**src/sv/lcsgd_pkg.sv**
```systemverilog
// ----------------------------------------------------------------------------
// lcsgd_pkg
// shared types and constants of the online linear classifier trainer
// ----------------------------------------------------------------------------
`default_nettype none

package lcsgd_pkg;

    // configuration register indexes
    localparam logic CFG_LEARN_RATE = 1'b0;
    localparam logic CFG_DECAY      = 1'b1;

    // register reset values, unsigned q0.16, about 0.01
    localparam logic [15:0] LEARN_RATE_RESET = 16'd655;
    localparam logic [15:0] DECAY_RESET      = 16'd655;

    localparam int CFG_W      = 16;
    localparam int FEAT_FRAC  = 8;     // fraction bits of a feature
    localparam int Q_FRAC     = 16;    // fraction bits of weights and rates
    localparam int DECAY_W    = 33;    // decay term, signed
    localparam int OUT_DATA_W = 40;    // predicted_class + decision_value, byte padded

    localparam logic [31:0] SAT_MAX = 32'h7FFF_FFFF;
    localparam logic [31:0] SAT_MIN = 32'h8000_0000;

    typedef enum logic [3:0] {
        ST_IDLE,
        ST_PROD_A,
        ST_PROD_B,
        ST_DECIDE,
        ST_DECAY_A,
        ST_STEP_A,
        ST_DECAY_B,
        ST_STEP_B,
        ST_FINISH
    } state_t;

    typedef struct packed {
        logic start;
    } mul_ctl_t;

    typedef struct packed {
        logic busy;
        logic done;
    } mul_sts_t;

endpackage

`default_nettype wire

```
**src/sv/lcsgd_mul.sv**
```systemverilog
// ----------------------------------------------------------------------------
// lcsgd_mul
// bit-serial signed shift-add multiplier, one multiplier bit per cycle
// ----------------------------------------------------------------------------
`default_nettype none

module lcsgd_mul #(
    parameter int MW = 34,
    parameter int BW = 17
) (
    input  wire                     clk,
    input  wire                     rst_n,
    input  lcsgd_pkg::mul_ctl_t     ctl,
    input  wire  [MW-1:0]           mcand,
    input  wire  [BW-1:0]           mlr,
    output lcsgd_pkg::mul_sts_t     sts,
    output logic [MW+BW:0]          product
);
    import lcsgd_pkg::*;

    localparam int CW = $clog2(BW);

    logic          busy_reg;
    logic          done_reg;
    logic [CW-1:0] cnt_reg;
    logic [MW:0]   acc_reg;
    logic [BW-1:0] mlr_reg;
    logic [MW-1:0] mcand_reg;

    logic          last;
    logic [MW:0]   addend;
    logic [MW:0]   sum;

    assign last = (cnt_reg == CW'(BW - 1));

    always_comb
    begin
        addend = mlr_reg[0] ? {mcand_reg[MW-1], mcand_reg} : '0;
        // the top multiplier bit carries negative weight
        sum    = last ? (acc_reg - addend) : (acc_reg + addend);
    end

    always_ff @(posedge clk or negedge rst_n)
    begin
        if (!rst_n)
        begin
            busy_reg <= 1'b0;
            done_reg <= 1'b0;
            cnt_reg  <= '0;
        end
        else
        begin
            done_reg <= busy_reg && last;
            if (ctl.start)
            begin
                busy_reg <= 1'b1;
                cnt_reg  <= '0;
            end
            else if (busy_reg)
            begin
                cnt_reg <= cnt_reg + CW'(1);
                if (last)
                begin
                    busy_reg <= 1'b0;
                end
            end
        end
    end

    always_ff @(posedge clk)
    begin
        if (ctl.start)
        begin
            acc_reg   <= '0;
            mlr_reg   <= mlr;
            mcand_reg <= mcand;
        end
        else if (busy_reg)
        begin
            acc_reg <= {sum[MW], sum[MW:1]};
            mlr_reg <= {sum[0], mlr_reg[BW-1:1]};
        end
    end

    assign sts.busy = busy_reg;
    assign sts.done = done_reg;
    assign product  = {acc_reg, mlr_reg};

endmodule

`default_nettype wire

```
**src/sv/linear_classifier_sgd_trainer.sv**
```systemverilog
// ----------------------------------------------------------------------------
// linear_classifier_sgd_trainer
// online two-feature linear classifier with sgd-style training
// ----------------------------------------------------------------------------
// Each input transaction carries two signed q8.8 features, a label and a
// mode; each one yields exactly one output transaction with the decision
// value w0*a+w1*b+bias (signed q16.16, saturated) taken from the weights as
// they stood before the sample, the predicted class (1 when the value is not
// negative) and an updated flag. In train mode a margin violation applies
// weight decay plus a label step to both weights and a label step to the
// bias, all saturating. All products go through one bit-serial multiplier;
// each product is a launch, BW shift-add steps and a done strobe, where
// BW = max(SAMPLE_WIDTH,16)+1. A classify-only sample, or a training
// sample without a violation, needs two products; a training update adds
// four more products. One sample is in work at a time, since each one
// needs the weights the previous one left. The finished result sits in an
// output register, so the next sample is accepted while it still waits
// to be taken.
// ----------------------------------------------------------------------------
`default_nettype none

module linear_classifier_sgd_trainer #(
    parameter int SAMPLE_WIDTH = 16
) (
    input  wire                                     clk,
    input  wire                                     rst_n,
    // configuration write port
    input  wire                                     cfg_we,
    input  wire                                     cfg_addr,
    input  wire  [lcsgd_pkg::CFG_W-1:0]             cfg_data,
    // sample stream
    input  wire                                     s_tvalid,
    output logic                                    s_tready,
    // feature_a, feature_b, label, zero pad
    input  wire  [((2*SAMPLE_WIDTH+8)/8)*8-1:0]     s_tdata,
    // mode
    input  wire                                     s_tuser,
    // result stream
    output logic                                    m_tvalid,
    input  wire                                     m_tready,
    // predicted_class, decision_value, zero pad
    output logic [lcsgd_pkg::OUT_DATA_W-1:0]        m_tdata,
    // updated
    output logic                                    m_tuser
);
    import lcsgd_pkg::*;

    // multiplicand: weights and the step operand t = s*f*2^8 - decay
    localparam int MW    = (SAMPLE_WIDTH + 9 > 33) ? SAMPLE_WIDTH + 10 : 34;
    // multiplier: features or the zero-extended rates, always signed
    localparam int BW    = ((SAMPLE_WIDTH > 16) ? SAMPLE_WIDTH : 16) + 1;
    localparam int PW    = MW + BW + 1;
    // wide enough for the decision sum and every value before saturation
    localparam int ACC_W = SAMPLE_WIDTH + 27;

    state_t state_reg, state_next;

    // configuration
    logic [CFG_W-1:0] learn_rate_reg;
    logic [CFG_W-1:0] decay_reg;

    // model state
    logic [31:0] weight_a_reg;
    logic [31:0] weight_b_reg;
    logic [31:0] offset_reg;

    // captured sample
    logic [SAMPLE_WIDTH-1:0] feat_a_reg;
    logic [SAMPLE_WIDTH-1:0] feat_b_reg;
    logic                    mode_reg;
    logic                    label_reg;

    // working values
    logic [ACC_W-1:0] acc_reg;
    logic [MW-1:0]    t_reg;
    logic [31:0]      dec_reg;
    logic             upd_reg;
    logic             launched_reg;

    // output register
    logic                  m_tvalid_reg;
    logic [31:0]           out_dec_reg;
    logic                  out_class_reg;
    logic                  out_upd_reg;

    // multiplier
    mul_ctl_t        mul_ctl;
    mul_sts_t        mul_sts;
    logic [MW-1:0]   mcand_sel;
    logic [BW-1:0]   mlr_sel;
    logic [PW-1:0]   prod;

    logic                          in_take;
    logic                          out_free;
    logic [ACC_W-1:0]              prod_sh;
    logic [31:0]                   dec_sat;
    logic                          violate;
    logic [SAMPLE_WIDTH-1:0]       feat_cur;
    logic [SAMPLE_WIDTH:0]         sf;
    logic [DECAY_W-1:0]            decay;
    logic [MW-1:0]                 t_next;
    logic [31:0]                   w_cur;
    logic [ACC_W-1:0]              w_sum;
    logic [ACC_W-1:0]              b_sum;

    function automatic logic [31:0] sat32(input logic [ACC_W-1:0] v);
        logic [ACC_W-32:0] hi;
        hi = v[ACC_W-1:31];
        if ((&hi) || !(|hi))
            return v[31:0];
        else if (v[ACC_W-1])
            return SAT_MIN;
        else
            return SAT_MAX;
    endfunction

    lcsgd_mul #(
        .MW (MW),
        .BW (BW)
    ) u_mul (
        .clk     (clk),
        .rst_n   (rst_n),
        .ctl     (mul_ctl),
        .mcand   (mcand_sel),
        .mlr     (mlr_sel),
        .sts     (mul_sts),
        .product (prod)
    );

    assign in_take  = s_tvalid && s_tready;
    assign out_free = !m_tvalid_reg || m_tready;

    // next state
    always_comb
    begin
        state_next = state_reg;
        case (state_reg)
            ST_IDLE:
            begin
                if (in_take)
                    state_next = ST_PROD_A;
            end
            ST_PROD_A:
            begin
                if (mul_sts.done)
                    state_next = ST_PROD_B;
            end
            ST_PROD_B:
            begin
                if (mul_sts.done)
                    state_next = ST_DECIDE;
            end
            ST_DECIDE:
            begin
                // mode 0 trains; update only on a margin violation
                if (!mode_reg && violate)
                    state_next = ST_DECAY_A;
                else
                    state_next = ST_FINISH;
            end
            ST_DECAY_A:
            begin
                if (mul_sts.done)
                    state_next = ST_STEP_A;
            end
            ST_STEP_A:
            begin
                if (mul_sts.done)
                    state_next = ST_DECAY_B;
            end
            ST_DECAY_B:
            begin
                if (mul_sts.done)
                    state_next = ST_STEP_B;
            end
            ST_STEP_B:
            begin
                if (mul_sts.done)
                    state_next = ST_FINISH;
            end
            ST_FINISH:
            begin
                if (out_free)
                    state_next = ST_IDLE;
            end
            default:
            begin
                state_next = ST_IDLE;
            end
        endcase
    end

    // outputs of the sequencer: handshake, multiplier launch, operand select
    always_comb
    begin
        s_tready      = (state_reg == ST_IDLE);
        mul_ctl.start = 1'b0;
        mcand_sel     = MW'($signed(weight_a_reg));
        mlr_sel       = BW'($signed(feat_a_reg));
        case (state_reg)
            ST_PROD_A:
            begin
                mul_ctl.start = !launched_reg && !mul_sts.busy;
                mcand_sel     = MW'($signed(weight_a_reg));
                mlr_sel       = BW'($signed(feat_a_reg));
            end
            ST_PROD_B:
            begin
                mul_ctl.start = !launched_reg && !mul_sts.busy;
                mcand_sel     = MW'($signed(weight_b_reg));
                mlr_sel       = BW'($signed(feat_b_reg));
            end
            ST_DECAY_A:
            begin
                mul_ctl.start = !launched_reg && !mul_sts.busy;
                mcand_sel     = MW'($signed(weight_a_reg));
                mlr_sel       = BW'(decay_reg);
            end
            ST_STEP_A:
            begin
                mul_ctl.start = !launched_reg && !mul_sts.busy;
                mcand_sel     = t_reg;
                mlr_sel       = BW'(learn_rate_reg);
            end
            ST_DECAY_B:
            begin
                mul_ctl.start = !launched_reg && !mul_sts.busy;
                mcand_sel     = MW'($signed(weight_b_reg));
                mlr_sel       = BW'(decay_reg);
            end
            ST_STEP_B:
            begin
                mul_ctl.start = !launched_reg && !mul_sts.busy;
                mcand_sel     = t_reg;
                mlr_sel       = BW'(learn_rate_reg);
            end
            default:
            begin
                mul_ctl.start = 1'b0;
            end
        endcase
    end

    // datapath arithmetic
    always_comb
    begin
        // product floored by 2^8: weight times feature back to q16.16
        prod_sh  = prod[FEAT_FRAC +: ACC_W];
        dec_sat  = sat32(acc_reg);
        // zero counts as a violation for both labels
        violate  = label_reg ? (dec_sat[31] || (dec_sat == '0)) : !dec_sat[31];
        feat_cur = (state_reg == ST_DECAY_A) ? feat_a_reg : feat_b_reg;
        sf       = label_reg ? (SAMPLE_WIDTH+1)'($signed(feat_cur))
                             : -(SAMPLE_WIDTH+1)'($signed(feat_cur));
        decay    = prod[Q_FRAC +: DECAY_W];
        t_next   = {(MW-FEAT_FRAC)'($signed(sf)), {FEAT_FRAC{1'b0}}}
                   - MW'($signed(decay));
        w_cur    = (state_reg == ST_STEP_A) ? weight_a_reg : weight_b_reg;
        w_sum    = ACC_W'($signed(w_cur)) + ACC_W'($signed(prod[Q_FRAC +: MW]));
        b_sum    = label_reg ? (ACC_W'($signed(offset_reg)) + ACC_W'(learn_rate_reg))
                             : (ACC_W'($signed(offset_reg)) - ACC_W'(learn_rate_reg));
    end

    // control and model state
    always_ff @(posedge clk or negedge rst_n)
    begin
        if (!rst_n)
        begin
            state_reg      <= ST_IDLE;
            launched_reg   <= 1'b0;
            learn_rate_reg <= LEARN_RATE_RESET;
            decay_reg      <= DECAY_RESET;
            weight_a_reg   <= '0;
            weight_b_reg   <= '0;
            offset_reg     <= '0;
            m_tvalid_reg   <= 1'b0;
        end
        else
        begin
            state_reg <= state_next;

            if (mul_ctl.start)
                launched_reg <= 1'b1;
            else if (mul_sts.done)
                launched_reg <= 1'b0;

            if (cfg_we)
            begin
                case (cfg_addr)
                    CFG_LEARN_RATE: learn_rate_reg <= cfg_data;
                    CFG_DECAY:      decay_reg      <= cfg_data;
                    default:        learn_rate_reg <= learn_rate_reg;
                endcase
            end

            // weights change from their old values only
            if ((state_reg == ST_STEP_A) && mul_sts.done)
                weight_a_reg <= sat32(w_sum);
            if ((state_reg == ST_STEP_B) && mul_sts.done)
                weight_b_reg <= sat32(w_sum);

            if ((state_reg == ST_FINISH) && out_free)
            begin
                m_tvalid_reg <= 1'b1;
                if (upd_reg)
                    offset_reg <= sat32(b_sum);
            end
            else if (m_tready)
            begin
                m_tvalid_reg <= 1'b0;
            end
        end
    end

    // payload
    always_ff @(posedge clk)
    begin
        if (in_take)
        begin
            feat_a_reg <= s_tdata[SAMPLE_WIDTH-1:0];
            feat_b_reg <= s_tdata[2*SAMPLE_WIDTH-1:SAMPLE_WIDTH];
            label_reg  <= s_tdata[2*SAMPLE_WIDTH];
            mode_reg   <= s_tuser;
            upd_reg    <= 1'b0;
        end

        if ((state_reg == ST_PROD_A) && mul_sts.done)
            acc_reg <= prod_sh;
        if ((state_reg == ST_PROD_B) && mul_sts.done)
            acc_reg <= acc_reg + prod_sh + ACC_W'($signed(offset_reg));

        if (state_reg == ST_DECIDE)
        begin
            dec_reg <= dec_sat;
            upd_reg <= !mode_reg && violate;
        end

        if (((state_reg == ST_DECAY_A) || (state_reg == ST_DECAY_B)) && mul_sts.done)
            t_reg <= t_next;

        if ((state_reg == ST_FINISH) && out_free)
        begin
            out_dec_reg   <= dec_reg;
            out_class_reg <= !dec_reg[31];
            out_upd_reg   <= upd_reg;
        end
    end

    assign m_tvalid = m_tvalid_reg;
    assign m_tdata  = {{(OUT_DATA_W-33){1'b0}}, out_dec_reg, out_class_reg};
    assign m_tuser  = out_upd_reg;

endmodule

`default_nettype wire

```
**config.mk**
```make
export PLATFORM = sky130hd
export DESIGN_NAME = linear_classifier_sgd_trainer
export DESIGN_NICKNAME = d
export VERILOG_FILES = /design/src/sv/lcsgd_pkg.sv /design/src/sv/lcsgd_mul.sv /design/src/sv/linear_classifier_sgd_trainer.sv
export SDC_FILE = /design/constraint.sdc
export NUM_CORES = 1
export LEC_CHECK = 0
export BUFFER_PORTS_ARGS = -buffer_cell sky130_fd_sc_hd__buf_2
export CORE_ASPECT_RATIO = 1.25
export CORE_MARGIN = 3
export CORE_UTILIZATION = 60
export CTS_BUF_LIST = sky130_fd_sc_hd__clkbuf_16
export CTS_CLUSTER_SIZE = 8
export DETAILED_ROUTE_END_ITERATION = 10
export PLACE_DENSITY = 0.78
export SLEW_MARGIN = 25
export SYNTH_ARGS = -nofsm -noshare
export SYNTH_HDL_FRONTEND = slang
export SYNTH_HIERARCHICAL = 1
export SYNTH_SLANG_ARGS = --single-unit
export TNS_END_PERCENT = 5
```
**constraint.sdc**
```tcl
create_clock -name clk -period 8.95 [get_ports clk]
set_clock_uncertainty 0.05 [all_clocks]
set_input_delay 1.79 -clock clk [delete_from_list [all_inputs] [get_ports clk]]
set_output_delay 1.79 -clock clk [all_outputs]
set_load 0.02 [all_outputs]
```
==> impl_metrics.toml <==
[sta]
drv_slew = 0
min_period_ns = 6.33
maxSlewHeadroom_pct = 31.6
whs_ns = 0.364
worst_pin_slew_ns = 1.03
finalHoldViolations = 0
tns_ns = 0
setup_ws_ns = 2.62
setup_violations = 0
rsz0062_at_grt = "no"
fin_crit_sh_pct = 70.8
fmax_mhz = 158

[cts]
clk_pin_slew_worst_paths_ns = 0.05
cts_buffer_depth = 3
hold_buffers = 0
cts_num_sinks = 404
numCtsBuffers = 56
h-tree-depth = 2
insertion_delay_ns = 0.63
root_buffer = "clkbuf_16"
tritoncts = "done"
cts-resized-gates = 0
cts_setup_buffers = 0

[routing]
first_pass_iters = 6
via_per_inst = 6.47
detail-route-antenna-nets = 0
drc = 0
vias = 23562
routed_wirelength_mm = 80.1
route.detailed.wl_per_inst_microns = 22.0
drtIter0Drc = 2005

[placement]
port_buffers = 91
place_ws_ns = 2.64
finalWeightedCongestion = 1.02
dp_hpwl_mm = 59.5

[setup_path]
cp_top_family = "compound AO/OA/AOI/OAI gates"
critPathLaunchType = "flip-flop"
crit_required_ns = 9.41
crit_type = "reg2reg"
cp_max_fo = 35
crit_path_cell_trace = "inv_1 > nor2_1 > and2_1 > nor2b_2 > buf_4 > mux2_2 > ha_1 > o21ai_0 > a21boi_0 > o22ai_1 > o311ai_2 > a21oi_1 > o32a_1 > a31oi_2 > buf_4 > nor2_1 > o21ai_0"
max_stage_delay_ns = 0.69
cp_slowest_cell = "a31oi_2"
cp_num_buf_inv = 3
worstPathArrival_ns = 6.79
r2r_slack_ns = 2.62
worst_setup_path_end_kind = "flip-flop"

[finish]
drive_gt1_share_pct = 11.2
regArea_sq_um = 11100
largest_reg_flops = 43
layout.nets = 3299
fill_cells = 3651
multiInputGateArea_sq_um = 16000
area_growth_syn_to_layout_pct = 9.51
diodes = 0

[floorplan]
fp-row-count = 87
fp.dieW_microns = 199
core_area_sq_um = 45600
pin_count = 106
dieArea_sq_um = 49400
die_y_microns = 248
start_util_pct = 61.5

[logic_synthesis]
yosysWarnings = 6
synth.avg_cell_area_sq_um = 9.47
synthesis.area_sq_um = 28000
netlist_instances = 2960

[power_and_ir_drop]
ir_drop_v = 0.000267
p_sw_share_pct = 45.2
p_int_mw = 6.05
p_seq_share_pct = 26.2
comb_power_share_pct = 56.1
pwr-share-clk_pct = 17.7
powerDensity_nw_per_um2 = 360
leakagePower_nw = 13.1
power_switching_mw = 4.99

[global_route]
grt_pass1_wl_mm = 125
gr-total-overflow = 0
grt_util_all_layers_pct = 32.3
grt_max_degree = 81
grt_util_met3_pct = 4.43
busiest_layer = "met2"
grt_util_met2_pct = 53.3
grt_pass1_vias = 23126
antenna_found_initial = 1
gr-usage-met1_pct = 40.9

[job]
max_cap_violations = 0

[run_status]
status = "completed"

[worst_hold_path]
hold_class = "reg2reg"
==> per-stage QoR <==
step	instances	instance area, sq um	power, mW	utilization (%)
after floorplan	2966	28100	7.37	-
after global placement	3536	29000	8.74	63.6
after detailed placement	3536	29000	8.94	63.6
after CTS	3638	30700	11.0	67.2
after global routing	3639	30700	11.8	67.3
final	3639	30700	11.0	67.3
==> power groups by stage <==
| stage | combinational [mW] | sequential (mW) | clock (mW) |
|---|---|---|---|
| 5_1_grt | 6.84 | 2.90 | 2.07 |
| 3_5_place_dp | 6.03 | 2.91 | 0 |
| 2_1_floorplan | 4.67 | 2.70 | 0 |
| 4_1_cts | 6.09 | 2.88 | 1.99 |
| 6_report | 6.20 | 2.89 | 1.96 |
| 3_3_place_gp | 5.84 | 2.90 | 0 |
==> worst paths after layout <==
| check | start | endpoint | cells past startpoint |
|---|---|---|---|
| worst max-delay path | state_reg[2] | weight_b_reg[6] | 17 |
| worst min-delay path | dec_reg[13] | out_dec_reg[13] | 0 |
| worst max register to register | state_reg[2] | weight_b_reg[6] | 17 |
| worst min register to register | dec_reg[13] | out_dec_reg[13] | 0 |
| max in group asynchronous | rst_n | weight_a_reg[18] | 2 |
| min in group asynchronous | rst_n | offset_reg[27] | 1 |
==> cells in the final DEF (no fill, tap or decap), drive strengths merged, types with 34 or more instances in the layout <==
cell type	count
mux2i	36
nand3	57
a21o	73
o21bai	35
xnor2	120
dfrtp	129
nor2	212
inv	157
buf	129
o21ai	264
a31oi	34
ha	173
fa	46
o31ai	38
edfxtp	229
nor3	59
nand2	361
mux2	89
xor2	83
clkbuf	56
a21oi	189
dfxtp	34
==> cell type report <==
type	count	area share [%]
clock inverter	46	0.754
tap	578	2.36
timing repair buffer	129	2.51
inverter	112	1.37
sequential	404	36.2
multi-input combinational	2314	52.3
clock buffer	56	4.57
==> per-layer routing <==
metal	vias to the layer above	wire, microns
met1	11380	32000
met3	258	4770
met4	2	5160
li1	10951	-
met5	-	13
met2	971	38200
Power figures use the tool's default switching activity.
